**src/rtl/icst_pkg.sv**
```systemverilog
package icst_pkg;

  localparam logic [2:0] MODE_BTN_DOWN = 3'd0;
  localparam logic [2:0] MODE_BTN_UP   = 3'd1;
  localparam logic [2:0] MODE_PTR_DOWN = 3'd2;
  localparam logic [2:0] MODE_PTR_MOVE = 3'd3;
  localparam logic [2:0] MODE_PTR_UP   = 3'd4;
  localparam logic [2:0] MODE_REL_ALL  = 3'd5;

  localparam logic [1:0] KIND_VERDICT = 2'd0;
  localparam logic [1:0] KIND_BTN_REL = 2'd1;
  localparam logic [1:0] KIND_PTR_REL = 2'd2;
  localparam logic [1:0] KIND_DONE    = 2'd3;

  localparam logic [3:0] BUTTONS_RESET = 4'd8;

  typedef struct packed {
    logic [2:0]         mode;
    logic [1:0]         source;
    logic [7:0]         button_index;
    logic [3:0]         contact_id;
    logic signed [15:0] pos_x;
    logic signed [15:0] pos_y;
    logic [31:0]        time_ms;
    logic [7:0]         queue_space;
  } req_t;

  typedef struct packed {
    logic [1:0]         kind;
    logic               accepted;
    logic [2:0]         out_button;
    logic [3:0]         out_contact;
    logic signed [15:0] out_x;
    logic signed [15:0] out_y;
    logic [1:0]         out_source;
    logic [31:0]        out_time;
    logic [3:0]         released_count;
    logic               last;
  } rsp_t;

endpackage

```
**src/rtl/input_contact_state_tracker.sv**
```systemverilog
// Channel  Direction  Handshake                Payload
// in       input      in_valid_i / in_ready_o  icst_pkg::req_t
// out      output     out_valid_o / out_ready_i icst_pkg::rsp_t
// cfg      input      cfg_we_i (no wait)       cfg_wdata_i, buttons in profile
// One request at a time: a button or pointer event is accepted, then checked.
// Release all: the sequencer walks one button per cycle, unless stalled, through
// the shared index and compare, then the pointer, then the count.
// A result waiting in the output register stalls the walk only when a new
// result must be written. Reset clears all held state; profile resets to 8.
module input_contact_state_tracker #(
  parameter int MAX_BUTTONS      = 8,
  parameter int MAX_TOUCH_POINTS = 1
) (
  input  logic           clk_i,
  input  logic           rst_ni,
  input  logic           in_valid_i,
  output logic           in_ready_o,
  input  icst_pkg::req_t in_req_i,
  output logic           out_valid_o,
  input  logic           out_ready_i,
  output icst_pkg::rsp_t out_rsp_o,
  input  logic           cfg_we_i,
  input  logic [3:0]     cfg_wdata_i
);
  import icst_pkg::*;

  localparam int BW = (MAX_BUTTONS > 1) ? $clog2(MAX_BUTTONS) : 1;
  localparam logic [BW-1:0] LAST_IDX = BW'(MAX_BUTTONS - 1);

  typedef enum logic [4:0] {
    S_IDLE = 5'b00001,
    S_EVAL = 5'b00010,
    S_SCAN = 5'b00100,
    S_PTR  = 5'b01000,
    S_DONE = 5'b10000
  } state_e;

  state_e                 state_q, state_d;
  req_t                   req_q, req_d;
  logic [MAX_BUTTONS-1:0] held_q, held_d;
  logic [1:0]             held_by_q [MAX_BUTTONS];
  logic [1:0]             held_by_d [MAX_BUTTONS];
  logic                   ca_q, ca_d;
  logic [3:0]             cnum_q, cnum_d;
  logic signed [15:0]     cx_q, cx_d, cy_q, cy_d;
  logic [1:0]             csrc_q, csrc_d;
  logic [3:0]             bip_q, bip_d;
  logic [BW-1:0]          idx_q, idx_d;
  logic [7:0]             space_q, space_d;
  logic [3:0]             cnt_q, cnt_d;
  rsp_t                   out_q, out_d;
  logic                   out_vld_q, out_vld_d;

  logic slot_free;
  logic btn_ok;
  logic hit_btn;
  logic hit_ptr;
  logic ptr_match;
  logic ok;

  assign slot_free   = !out_vld_q || out_ready_i;
  assign in_ready_o  = (state_q == S_IDLE);
  assign out_valid_o = out_vld_q;
  assign out_rsp_o   = out_q;

  assign btn_ok    = (req_q.button_index < {4'b0, bip_q}) &&
                     (req_q.button_index < 8'(MAX_BUTTONS));
  assign hit_btn   = held_q[idx_q] && (held_by_q[idx_q] == req_q.source) &&
                     (space_q != 8'd0);
  assign hit_ptr   = ca_q && (csrc_q == req_q.source) && (space_q != 8'd0);
  assign ptr_match = ca_q && (req_q.contact_id == cnum_q);

  always_comb begin
    state_d   = state_q;
    req_d     = req_q;
    held_d    = held_q;
    held_by_d = held_by_q;
    ca_d      = ca_q;
    cnum_d    = cnum_q;
    cx_d      = cx_q;
    cy_d      = cy_q;
    csrc_d    = csrc_q;
    bip_d     = cfg_we_i ? cfg_wdata_i : bip_q;
    idx_d     = idx_q;
    space_d   = space_q;
    cnt_d     = cnt_q;
    out_d     = out_q;
    out_vld_d = out_vld_q && !out_ready_i;
    ok        = 1'b0;

    unique case (state_q)
      S_IDLE: begin
        if (in_valid_i) begin
          req_d   = in_req_i;
          idx_d   = (in_req_i.mode == MODE_REL_ALL) ? '0 : in_req_i.button_index[BW-1:0];
          space_d = in_req_i.queue_space;
          cnt_d   = '0;
          state_d = (in_req_i.mode == MODE_REL_ALL) ? S_SCAN : S_EVAL;
        end
      end
      S_EVAL: begin
        if (slot_free) begin
          case (req_q.mode) inside
            MODE_BTN_DOWN: begin
              ok = btn_ok && !held_q[idx_q];
              if (ok) begin
                held_d[idx_q]    = 1'b1;
                held_by_d[idx_q] = req_q.source;
              end
            end
            MODE_BTN_UP: begin
              ok = btn_ok && held_q[idx_q];
              if (ok) held_d[idx_q] = 1'b0;
            end
            MODE_PTR_DOWN: begin
              ok = ({1'b0, req_q.contact_id} < 5'(MAX_TOUCH_POINTS)) && !ca_q;
              if (ok) begin
                ca_d   = 1'b1;
                cnum_d = req_q.contact_id;
                cx_d   = req_q.pos_x;
                cy_d   = req_q.pos_y;
                csrc_d = req_q.source;
              end
            end
            MODE_PTR_MOVE, MODE_PTR_UP: begin
              ok = ptr_match;
              if (ok) begin
                cx_d = req_q.pos_x;
                cy_d = req_q.pos_y;
                if (req_q.mode == MODE_PTR_UP) ca_d = 1'b0;
              end
            end
            default: ok = 1'b0;
          endcase
          out_d          = '0;
          out_d.kind     = KIND_VERDICT;
          out_d.accepted = ok;
          out_d.last     = 1'b1;
          out_vld_d      = 1'b1;
          state_d        = S_IDLE;
        end
      end
      S_SCAN: begin
        if (!hit_btn || slot_free) begin
          if (hit_btn) begin
            out_d            = '0;
            out_d.kind       = KIND_BTN_REL;
            out_d.out_button = 3'(idx_q);
            out_d.out_source = req_q.source;
            out_d.out_time   = req_q.time_ms;
            out_vld_d        = 1'b1;
            held_d[idx_q]    = 1'b0;
            space_d          = space_q - 8'd1;
            cnt_d            = cnt_q + 4'd1;
          end
          if (idx_q == LAST_IDX) state_d = S_PTR;
          else                   idx_d   = idx_q + BW'(1);
        end
      end
      S_PTR: begin
        if (!hit_ptr || slot_free) begin
          if (hit_ptr) begin
            out_d             = '0;
            out_d.kind        = KIND_PTR_REL;
            out_d.out_contact = cnum_q;
            out_d.out_x       = cx_q;
            out_d.out_y       = cy_q;
            out_d.out_source  = req_q.source;
            out_d.out_time    = req_q.time_ms;
            out_vld_d         = 1'b1;
            ca_d              = 1'b0;
            space_d           = space_q - 8'd1;
            cnt_d             = cnt_q + 4'd1;
          end
          state_d = S_DONE;
        end
      end
      S_DONE: begin
        if (slot_free) begin
          out_d                = '0;
          out_d.kind           = KIND_DONE;
          out_d.released_count = cnt_q;
          out_d.last           = 1'b1;
          out_vld_d            = 1'b1;
          state_d              = S_IDLE;
        end
      end
      default: state_d = S_IDLE;
    endcase
  end

  always_ff @(posedge clk_i or negedge rst_ni) begin
    if (!rst_ni) begin
      state_q   <= S_IDLE;
      held_q    <= '0;
      for (int i = 0; i < MAX_BUTTONS; i++) held_by_q[i] <= 2'd0;
      ca_q      <= 1'b0;
      cnum_q    <= '0;
      cx_q      <= '0;
      cy_q      <= '0;
      csrc_q    <= '0;
      bip_q     <= BUTTONS_RESET;
      idx_q     <= '0;
      space_q   <= '0;
      cnt_q     <= '0;
      out_vld_q <= 1'b0;
    end else begin
      state_q   <= state_d;
      held_q    <= held_d;
      held_by_q <= held_by_d;
      ca_q      <= ca_d;
      cnum_q    <= cnum_d;
      cx_q      <= cx_d;
      cy_q      <= cy_d;
      csrc_q    <= csrc_d;
      bip_q     <= bip_d;
      idx_q     <= idx_d;
      space_q   <= space_d;
      cnt_q     <= cnt_d;
      out_vld_q <= out_vld_d;
    end
  end

  always_ff @(posedge clk_i) begin
    req_q <= req_d;
    out_q <= out_d;
  end

  a_mid_is_release: assert property (@(posedge clk_i) disable iff (!rst_ni)
    (out_vld_q && !out_q.last) |->
      (out_q.kind == KIND_BTN_REL || out_q.kind == KIND_PTR_REL))
    else $error("non-final result is not a release");

  a_verdict_follows_eval: assert property (@(posedge clk_i) disable iff (!rst_ni)
    (state_q == S_EVAL && slot_free) |=>
      (out_vld_q && out_q.last && out_q.kind == KIND_VERDICT && state_q == S_IDLE))
    else $error("verdict not issued after check");

  a_full_queue_holds: assert property (@(posedge clk_i) disable iff (!rst_ni)
    (state_q == S_SCAN && space_q == 8'd0) |=> $stable(held_q))
    else $error("button released with no queue space");

endmodule

```
**config.mk**
```make
export PLATFORM = sky130hd
export DESIGN_NAME = input_contact_state_tracker
export DESIGN_NICKNAME = d
export VERILOG_FILES = /design/src/rtl/icst_pkg.sv /design/src/rtl/input_contact_state_tracker.sv
export SDC_FILE = /design/constraint.sdc
export NUM_CORES = 1
export LEC_CHECK = 0
export BUFFER_PORTS_ARGS = -buffer_cell sky130_fd_sc_hd__buf_4
export CORE_MARGIN = 1.5
export CORE_UTILIZATION = 50
export DETAILED_ROUTE_END_ITERATION = 8
export HOLD_SLACK_MARGIN = 0.1
export MAX_ROUTING_LAYER = met4
export PLACE_DENSITY = 0.76
export REMOVE_ABC_BUFFERS = 1
export SLEW_MARGIN = 25
export SYNTH_ARGS = -nofsm -noshare
export SYNTH_HDL_FRONTEND = slang
export SYNTH_SLANG_ARGS = --single-unit
```
**constraint.sdc**
```tcl
create_clock -name clk_i -period 5.65 [get_ports clk_i]
set_input_delay 1.695 -clock clk_i [delete_from_list [all_inputs] [get_ports clk_i]]
set_output_delay 1.695 -clock clk_i [all_outputs]
set_load 0.05 [all_outputs]
```
* Word-level counts from Yosys, hierarchy flattened
Index checks and enable logic that the tools add are counted.
** Storage, ports and cells
- Register bits :: 250
- Input port bits :: 98
- Logic and storage cells :: 207
** Operators by class
- Add/sub/neg operators :: 3
- Magnitude comparators :: 7
- Equal/unequal tests :: 34
- Mux-type cells :: 78
- Bitwise gates (word level) :: 6
- Reduce and logical (&&, ||, !) cells :: 42
** Operators with widths (number)
- 2-to-1 mux 81 bit :: 6
- case mux 81 bit (4 select lines) :: 1
- 2-to-1 mux 16 bit :: 8
- 2-to-1 mux 8 bit :: 12
- 2-to-1 mux 5 bit :: 5
- case mux 8 bit (3 select lines) :: 1
- != test 2 bit (second input constant) :: 11
- 2-to-1 mux 1 bit :: 21
- != test 3 bit (second input constant) :: 7
- AND reduction 7 bit :: 3
- 2-to-1 mux 4 bit :: 5
- case mux 5 bit (4 select lines) :: 1
- bitwise mux 16 bit :: 1
- case mux 8 bit (2 select lines) :: 1
- 2-to-1 mux 3 bit :: 5
- logical AND 1 bit :: 12
- case mux 4 bit (3 select lines) :: 1
- AND reduction 6 bit :: 2
- AND reduction 10 bit :: 1
- nonzero test 2 bit :: 5
- equality test 3 bit (second input constant) :: 3
- AND 8 bit :: 1
- less-than comparator 4 x 1 -> 1 bit (second input constant) :: 2
- less-than comparator 8 x 4 -> 1 bit :: 1
- 39 further kinds :: 54

* Logic depth before layout (Yosys ltp)
Gate-level depths: netlist of the first run.
- Depth after elaboration :: 11
- Mapped depth :: 11
- Gate-level depth less buffers :: 8

* Worst setup path after synthesis of the first run
No wires, ideal clock.
- Path type :: input to register
- Start point :: input port out_ready_i
- End point :: register out_q (netlist bit out_rsp_o[0]), enable pin
- Arrival time :: 5.853 ns
- Setup slack :: -0.750 ns
- Stages on the path :: 3
- Cells stage by stage :: nor2b_1 -> clkbuf_1 -> a21oi_1
** Between the ends
- Longest elaborated chain between the ends :: 4
- Elaborated cells on any way between the ends :: 8
- Those cells by class :: 4 x eq/ne; 4 x reduce/logical
** RTL lines
- start: declaration :: line input_contact_state_tracker.sv:20 : input logic out_ready_i,
- logical OR 1 bit (*) :: line input_contact_state_tracker.sv:61 : assign slot_free = !out_vld_q || out_ready_i;
- logical OR 1 bit, on equally long branches :: line input_contact_state_tracker.sv:161, input_contact_state_tracker.sv:144
- != test 2 bit (no line)
- AND reduction 7 bit (no line) (*)
- end signal: assignment :: line input_contact_state_tracker.sv:226 : out_q <= out_d;
- end: declaration :: line input_contact_state_tracker.sv:51 : rsp_t out_q, out_d;
Mark *: on every way between the ends. The rest lies on a longest branch, timed or not.
A chain may end at the register's enable or synchronous reset.

* Final worst setup path of the first run
- Start point :: register idx_q[0]
- End point :: register out_q (netlist bit out_rsp_o[66]), enable pin
** Between the ends
- Longest elaborated chain between the ends :: 11
- Elaborated cells on any way between the ends :: 14
- Those cells by class :: 3 x eq/ne; 5 x mux; 1 x bitwise; 5 x reduce/logical
** RTL lines
- start: declaration :: line input_contact_state_tracker.sv:48 : logic [BW-1:0] idx_q, idx_d;
- start signal: assignment :: line input_contact_state_tracker.sv:217 : idx_q <= idx_d;
- NOT 3 -> 4 bit (not written as such) :: line input_contact_state_tracker.sv:68 : assign hit_btn = held_q[idx_q] && (held_by_q[idx_q] == req_q.source) &&
- binary-select mux 2 bit (select 3 bit) :: line input_contact_state_tracker.sv:68
- 2-to-1 mux 2 bit (not written as such) (2 in a row) :: line input_contact_state_tracker.sv:68
- equality test 2 bit :: line input_contact_state_tracker.sv:68
- logical AND 1 bit (*) (2 in a row) :: line input_contact_state_tracker.sv:68
- zero test 1 bit :: line input_contact_state_tracker.sv:144 : if (!hit_btn || slot_free) begin
- logical OR 1 bit :: line input_contact_state_tracker.sv:144
- != test 2 bit (no line)
- AND reduction 7 bit (no line) (*)
Mark *: on every way between the ends. The rest lies on a longest branch, timed or not. The select of a mux whose other input is x is not followed.

==> reports/results.txt, run 1 <==
Buffers added to address setup during post-CTS repair amount to 0. The filler cell count was 1449. The max-slew violation count was 0; the worst hold path stage count was 1. The number of flops mapped to enable cells by yosys is 162, and the clock-pin slew on the worst setup and hold paths is 0.06 ns. The tools report the element type at the critical path end as a flip-flop. For this run, design rule violations remaining after detail routing come to 0.

Final clock period utilization by the worst path: 68.6%. For the highest attainable clock frequency, the log shows 258 MHz. Average wire length per cell after detail routing: 17.5 um. The setup path with the least slack is of type reg -> reg.

After technology mapping, the gate count stands at 660. The count of maximum capacitance violations was 0. The analysis attributes to cell leakage a power of 5.29 nW. The run gives 19.8% as the overall global routing resource usage.

The synthesized design contains 250 register bits. The worst pin sits at a relative slew slack of 37.7%. The area growth from synthesis to layout was 25.1%; the via count was 5968. Once the floorplan was initialized, standard cells occupied 50.9% of the core.

Type of the worst min-delay path: reg -> reg. The number of iterations in the first detailed-routing pass is 5, and the final net count is 953. Number of global-route vias before repair: 5768.

The tools report the worst min-delay path startpoint as req_q[45]. Clock network latency to the later pin of the worst-skew pair: 0.51 ns. Excluding fillers, the count of instances in the completed layout stands at 1131.

Once layout is done, the placed cells without fillers occupy 0.0124 mm2. Buffers placed on the I/O ports in this run total 180. For the register-to-register setup slack, the log shows 1.77 ns. The category of the worst setup path launch point is a flip-flop. Initial antenna violation count: 0. The logs give 0 for the number of buffers inserted for hold repair after clock tree synthesis and 0.0103 ns for the setup skew after layout. The flow ran to the end, and the final reports show no timing, DRC or antenna violations.

In this run the critical register-to-register path is launched from idx_q[0]. For the register area share after synthesis, the log shows 71.6%. The primary flip-flop cell chosen by synthesis mapping was sky130_fd_sc_hd__edfxtp_1. The number of ports placed on the die boundary was 181; the final number of hold-violating endpoints was 0.

Endpoint arrival time on the critical path: 4.03 ns. Sorting the synthesized cells by area gives the leading types as sky130_fd_sc_hd__edfxtp_1 (49%), sky130_fd_sc_hd__dfrtp_1 (22%), sky130_fd_sc_hd__mux2_2 (6.5%). The logs give 1.59 ns for the post-placement setup slack and 58 for the number of distinct library cell variants in the gate-level netlist after synthesis.

Largest stage delay on the critical path: 0.82 ns. Counting along the longest clock path gives a buffer depth of 3. In this run the critical register-to-register path is captured at out_rsp_o[66]. The global-route track usage on met2 was 31.5%; the area of the mapped netlist was 0.00988 mm2. Proportion of netlist area held by the largest area contributor: 49.2%.

Setup violations remaining at the end of the flow were counted as 0. The layer flagged by global routing as most heavily used is met2. After synthesis, the mean cell area works out to 15.0 um2.

From bottom edge to top edge, the die measures 144 um. Entering global routing, the biggest net connects 70 pins. Per-cell via count in the routed design: 5.28. Of all flip-flops after synthesis, the portion carrying an async set or reset was 35.2%. Global routing consumed, on the met1 layer, 27.2% of the routing resources. Gates resized during post-CTS repair numbered 0. The Yosys step of the flow raised 0 warnings. In this run the worst path has a maximum fanout of 34.

The critical path goes through mux4_2, mux2i_1, xnor2_1, a211oi_4, nand2_4, a21oi_4, buf_4. The HPWL after detailed placement is 13200 um. The total number of H-tree levels is 1, and the antenna diode instance count is 0.

In this run the remaining antenna-violating nets after routing total 0. In this run the cell area measured after placement is 0.0115 mm2. STA puts the critical path data required time at 5.81 ns.

The die covers 0.0206 mm2. At the pin with the least slew margin, the transition time is 0.935 ns. In this run the core area contains 51 standard-cell rows.

The power per cell area is 448 mW/mm2, and the iteration-0 DRC count of the detailed router is 313. Global routing consumed, on the met3 layer, 3.20% of the routing resources. Cell with the biggest individual delay on the critical path: sky130_fd_sc_hd__dfrtp_1. Of the cells placed in the final design, the portion with a size suffix greater than 1 is 34.6%.

Cell type contributing the most total cell area after synthesis: sky130_fd_sc_hd__edfxtp_1. The post-layout minimum cycle time works out to 3.88 ns. The core region is 0.0194 mm2.

Setup repair after global routing left no endpoint under its margin. For the routability congestion estimate from global placement, the log shows 0.884. The number of cells on the worst reg-to-reg path is 7.

The wire length reported by the detailed router is 19800 um, and the number of sinks driven by the clock tree is 250. TritonCTS built the clock tree. The run gives 1085 as the placed cell count.

The number of clock buffers added by TritonCTS is 25. The first global-routing pass estimated 30600 um of wire. The tools report the worst setup margin as 1.77 ns. The clock tree root driver cell is sky130_fd_sc_hd__clkbuf_16.

Measured along the x axis, the die boundary spans 144 um. The worst hold slack across all endpoints came out at 0.477 ns. IR analysis of the VDD net gives a maximum drop of 260 uV. For the leftover overflow at the end of global routing, the log shows 0. For hold timing, the worst endpoint is cy_q[5].
cell usage after synthesis (all sizes together), types with 3 or more instances:
library cell / count
a21oi: 13
a221o: 5
a31oi: 3
and2: 46
and3: 41
buf: 10
clkbuf: 18
dfrtp: 86
edfxtp: 162
ha: 8
inv: 12
mux2: 57
mux2i: 4
mux4: 4
nand2: 37
nand2b: 8
nand3: 11
nor2: 33
nor2b: 9
nor3: 12
nor4: 5
o21ai: 27
o221ai: 3
o22ai: 3
xnor2: 4
xor2: 6
cell type report:
type | count | area (um2) | area share (%)
multi-input combinational | 370 | 2650 | 21.4
clock inverter | 17 | 189 | 1.53
inverter | 12 | 46.3 | 0.375
timing repair buffer | 188 | 1410 | 11.4
clock buffer | 29 | 661 | 5.35
tap | 265 | 332 | 2.68
sequential | 250 | 7070 | 57.2
state kept, by name, indices dropped and copies added, names as in the netlist, named ones only:
signal / cells
bip_q: 4
csrc_q: 2
out_valid_o: 1
cnt_q: 4
out_rsp_o: 81
cnum_q: 4
idx_q: 3
req_q: 81
cy_q: 16
state_q: 5
ca_q: 1
cx_q: 16
space_q: 8
held_by_q: 16
report_power, final:
part | total [mW] | internal (mW) | switching [mW]
sequential | 2.56 | 2.35 | 0.210
combinational | 1.29 | 0.400 | 0.886
clock | 1.68 | 1.02 | 0.664
total | 5.53 | 3.77 | 1.76
metal layers:
metal | up-vias | wire length (um)
met4 | 0 | 346
li1 | 2815 | -
met5 | - | 0
met1 | 2927 | 8500
met2 | 194 | 9570
met3 | 32 | 1390
worst max-delay path: cells and delay by family, from the launching register on:
| family | cells | cell delay [ns] |
|---|---|---|
| buffers and inverters | 1 | 0.52 |
| AOI/OAI and AO/OA | 2 | 1.12 |
| and+or+nand+nor | 1 | 0.14 |
| muxes | 2 | 0.76 |
| DFF | 1 | 0.82 |
| xor gates and xnor gates | 1 | 0.12 |
stage by stage:
step	power [mW]	TNS [ns]	util (%)
6_report	5.53	0	63.7
3_3_place_gp	3.86	0	59.3
4_1_cts	5.58	0	63.7
3_5_place_dp	3.89	0	59.3
5_1_grt	5.79	0	63.7
2_1_floorplan	3.44	-100.06	-
worst max path at each step:
stage	startpoint	end	slack [ns]	depth (start not counted)
detailed placement	out_ready_i	cx_q[5]	1.59	6
CTS	idx_q[0]	out_rsp_o[62]	1.71	7
global route	idx_q[0]	out_rsp_o[15]	1.52	7
finish	idx_q[0]	out_rsp_o[66]	1.77	7
floorplan	state_q[1]	out_rsp_o[0]	-1.24	5
global placement	out_ready_i	cy_q[12]	1.67	6
cell families after synthesis:
logic type	Yosys count	share of synthesized area, %
DFF	250	71.6
AOI/OAI and AO/OA	73	5.00
buffers and inverters	40	1.80
muxes	65	7.82
adders and majority gates	8	1.01
xor gates and xnor gates	10	0.887
and+or+nand+nor	214	11.9
placed cells by master (no fill, tap or decap), types with 3 or more instances in the layout:
cell / count
sky130_fd_sc_hd__buf_4: 188
sky130_fd_sc_hd__edfxtp_1: 162
sky130_fd_sc_hd__dfrtp_1: 86
sky130_fd_sc_hd__mux2_2: 57
sky130_fd_sc_hd__and2_1: 46
sky130_fd_sc_hd__and3_1: 41
sky130_fd_sc_hd__nand2_1: 36
sky130_fd_sc_hd__nor2_1: 32
sky130_fd_sc_hd__o21ai_0: 26
sky130_fd_sc_hd__clkbuf_16: 25
sky130_fd_sc_hd__a21oi_1: 12
sky130_fd_sc_hd__inv_1: 11
sky130_fd_sc_hd__nand3_1: 11
sky130_fd_sc_hd__nor3_1: 10
sky130_fd_sc_hd__nor2b_1: 8
sky130_fd_sc_hd__ha_1: 8
sky130_fd_sc_hd__nand2b_1: 7
sky130_fd_sc_hd__xor2_1: 6
sky130_fd_sc_hd__clkinv_1: 6
sky130_fd_sc_hd__clkinv_2: 5
sky130_fd_sc_hd__nor4_1: 5
sky130_fd_sc_hd__a221o_1: 5
sky130_fd_sc_hd__mux2i_1: 4
sky130_fd_sc_hd__mux4_2: 4
sky130_fd_sc_hd__xnor2_1: 4
sky130_fd_sc_hd__bufinv_16: 4
sky130_fd_sc_hd__o221ai_1: 3
sky130_fd_sc_hd__a31oi_1: 3
sky130_fd_sc_hd__o22ai_1: 3
Power figures use the tool's default switching activity.
==> inputs of run 2 (changes only) <==
--- a/config.mk
+++ b/config.mk
@@ -7,11 +7,11 @@
 export LEC_CHECK = 0
 export BUFFER_PORTS_ARGS = -buffer_cell sky130_fd_sc_hd__buf_4
 export CORE_MARGIN = 1.5
-export CORE_UTILIZATION = 50
+export CORE_UTILIZATION = 55
 export DETAILED_ROUTE_END_ITERATION = 8
 export HOLD_SLACK_MARGIN = 0.1
 export MAX_ROUTING_LAYER = met4
-export PLACE_DENSITY = 0.76
+export PLACE_DENSITY = 0.79
 export REMOVE_ABC_BUFFERS = 1
 export SLEW_MARGIN = 25
 export SYNTH_ARGS = -nofsm -noshare
==> constraint.sdc (replaced) <==
create_clock -name clk_i -period 3.65 [get_ports clk_i]
set_input_delay 1.095 -clock clk_i [delete_from_list [all_inputs] [get_ports clk_i]]
set_output_delay 1.095 -clock clk_i [all_outputs]
set_load 0.05 [all_outputs]
==> run 2 against run 1 <==
Effect of this change:
- global-route usage grew 2.8 points
- core utilization grew 7.7 points
- final cell count shrank 3.1%
- sequential power grew 55%
- critical endpoint is now in_ready_o
==> reports/results.txt, run 2 (synthesized netlist as in run 1, its figures left out) <==
The largest net degree at the start of global routing came out at 62 (-11%). The tools report the setup skew after layout as 0.00810 ns (-0.00218 ns). The detailed placement HPWL is 14400 um (+8.6%). The worst hold path begins at req_q[67].

The endpoint required time on the critical path is 2.55 ns (-3.26 ns), and the part of the power in combinational logic is 23.4% (+0.2 points). For the wire length of the first global-routing pass, the log shows 31700 um (+3.8%). The count of buffers inserted at the top-level ports was 180 (unchanged). Iteration-0 DRC count of the detailed router: 442 (+41%). The sequential cell area was 0.00707 mm2 (unchanged); the final clock period utilization by the worst path was 83.1%.

Core area: 0.0174 mm2 (-10%). The register share of total power is 45.0% (-1.3 points). The tools report the cell area after layout as 0.0124 mm2 (+0.62%). The run gives 31.5% (+1.1 points) as the power share of the clock group.

For the final-report setup violation count, the log shows 0 (unchanged). The tools report the element type at the critical path end as an output pin. For the final net count, the log shows 957 (+0.42%). The number of iterations in the first detailed-routing pass was 5 (unchanged); the endpoint arrival time on the critical path was 1.94 ns (-2.09 ns). The tools report the worst ir drop on vdd as 517 uV (+99%). TritonCTS built the clock tree. The logs give 0 (unchanged) for the initial antenna violation count and 1096 (-3.1%) for the final non-filler cell total. The run gives 71.4% (+7.7 points) as the final core area utilization.

The filler cell count came out at 1101 (-24%). The worst hold slack across all endpoints is 0.476 ns (-0.000796 ns), and the number of remaining DRC errors is 0 (unchanged). The tools report the max-slew violation count as 0 (unchanged). The number of sinks driven by the clock tree was 250 (unchanged); the placed cell count was 1048 (-3.4%). For the final number of hold-violating endpoints, the log shows 0 (unchanged). The fraction of final layout cells with drive strength greater than 1 was 35.4% (+0.72 points); the wire length reported by the detailed router was 20800 um (+5.1%). For the buffer levels on the longest clock path, the log shows 3 (unchanged).

The run gives 0 (unchanged) as the antenna diode instance count. Endpoint of the worst register-to-register path: out_rsp_o[36]. The overall power after layout was 8.80 mW (+59%); the overall die area was 0.0188 mm2 (-8.9%). The run gives 6310 (+9.4%) as the number of global-route vias before repair. The switching power is 2.81 mW (+60%). The number of buffers inserted for hold repair after clock tree synthesis was 0 (unchanged).

The share of total power consumed by net switching was 32.0% (+0.15 points). Category of the critical setup timing path: reg -> out. The worst hold path terminates at cx_q[11]. The worst setup path is launched from a flip-flop. Reported leakage power: 5.34 nW (+0.99%).

Derived from the worst setup path, the maximum achievable clock frequency is 330 MHz. The tools report the launching point of the worst reg2reg path as idx_q[1]. The tools report the register-to-register setup slack as 0.64 ns (-1.13 ns).

The post-cts repair resize count came out at 0 (unchanged). The tools report the clock tree root driver cell as sky130_fd_sc_hd__clkbuf_16. The total number of H-tree levels was 1 (unchanged). The worst setup margin is 0.617 ns (-1.16 ns). The depth of the most critical reg-to-reg path was 7 (unchanged); the total setup buffers inserted after CTS was 0 (unchanged).

The area growth from synthesis to layout is 25.9%, and the remaining antenna violation count is 0 (unchanged). The height of the die was 137 um (-4.6%); the starting density of the core was 56.7% (+5.8 points). The most common cell after layout, fill and taps aside was sky130_fd_sc_hd__buf_4. The area of the multi-input gates is 0.00265 mm2 (unchanged).

The horizontal die dimension is 137 um (-4.6%), and the number of ports placed on the die boundary is 181 (unchanged). The internal cell power was 5.99 mW (+59%); the leftover overflow at the end of global routing was 0 (unchanged). Leaving out fill and tap cells, the most frequent cells in the layout are sky130_fd_sc_hd__buf_4 (189), sky130_fd_sc_hd__edfxtp_1 (162), sky130_fd_sc_hd__dfrtp_1 (86). The clock period could shrink to 3.03 ns. The run gives 0.0115 mm2 (about the same) as the total cell area at the placement stage. The count of maximum capacitance violations was 0 (unchanged); the via count was 6197 (+3.8%). The flow ran to the end, and the final reports show no timing, DRC or antenna violations. For the overall global routing resource usage, the log shows 22.6% (+2.8 points). The per-cell via count in the routed design works out to 5.65 (+7.2%).

Number of buffers created by CTS: 26 (+4.0%). The routability congestion estimate from global placement was 0.947 (+7.1%); the clock network latency to the later pin of the worst-skew pair was 0.53 ns (+0.02 ns). The worst hold path stage count is 1 (unchanged), and the pin slew with the least headroom to its limit is 0.796 ns (-0.139 ns). Power per cell area: 708 mW/mm2 (+58%). The worst hold path belongs to the class reg -> reg.

The post-placement setup slack was 0.471 ns (-1.11 ns); the clock-pin slew on the worst setup and hold paths was 0.06 ns (about the same). The number of placement rows is 48 (-5.9%). The maximum net fanout on the critical path was 7 (-79%); the average wire length per cell after detail routing was 19.0 um (+8.4%). The final total negative setup slack is 0 ns (unchanged). Setup repair after global routing left no endpoint under its margin. The tightest slew margin relative to the limit was 46.9% (+9.3 points).
run 2: cell types whose count changed in the layout (fill, tap and decap cells not counted), sizes merged:
cell,previous run,this run
inv,12,11
clkinv,13,9
clkinvlp,0,2
buf,188,191
clkbuf,29,34
run 2: area by class of cell:
cell class	count	area share [%]
Multi-Input combinational cell	370	21.3
Clock inverter	14	1.59
Tap cell	225	2.26
Sequential cell	250	56.9
Clock buffer	34	5.88
Timing Repair Buffer	191	11.7
Inverter	12	0.372
run 2: power groups by stage:
stage                     sequential, mW  clock [mW]  combinational [mW]
final                               3.96        2.78                2.06
after global routing                4.01        2.94                2.20
after CTS                           3.96        2.81                2.07
after detailed placement            4.01           0                2.05
after global placement              3.97           0                2.00
after floorplan                     4.55           0               0.772
run 2: layer usage:
metal	vias up	wire, um	track usage [%]
li1	2821	-	-
met3	47	1530	4.04
met5	-	0	-
met2	272	10900	39.9
met1	3057	7930	26.5
met4	0	456	7.02
run 2: worst max-delay path, stage by stage, from the launching register on:
cell	delay, ns
sky130_fd_sc_hd__dfrtp_1	0.44
sky130_fd_sc_hd__nor2_1	0.36
sky130_fd_sc_hd__and3_1	0.36
sky130_fd_sc_hd__buf_4	0.25
run 2: how the worst max path moves through the flow:
stage,from,to,slack (ns),cells past startpoint
3_3_place_gp,out_ready_i,cnt_q[0],0.63,8
3_5_place_dp,out_ready_i,space_q[1],0.47,8
2_1_floorplan,state_q[1],out_rsp_o[0],-3.24,5
5_1_grt,idx_q[1],out_rsp_o[34],0.44,7
6_report,state_q[2],in_ready_o,0.62,3
4_1_cts,idx_q[1],out_rsp_o[42],0.65,7
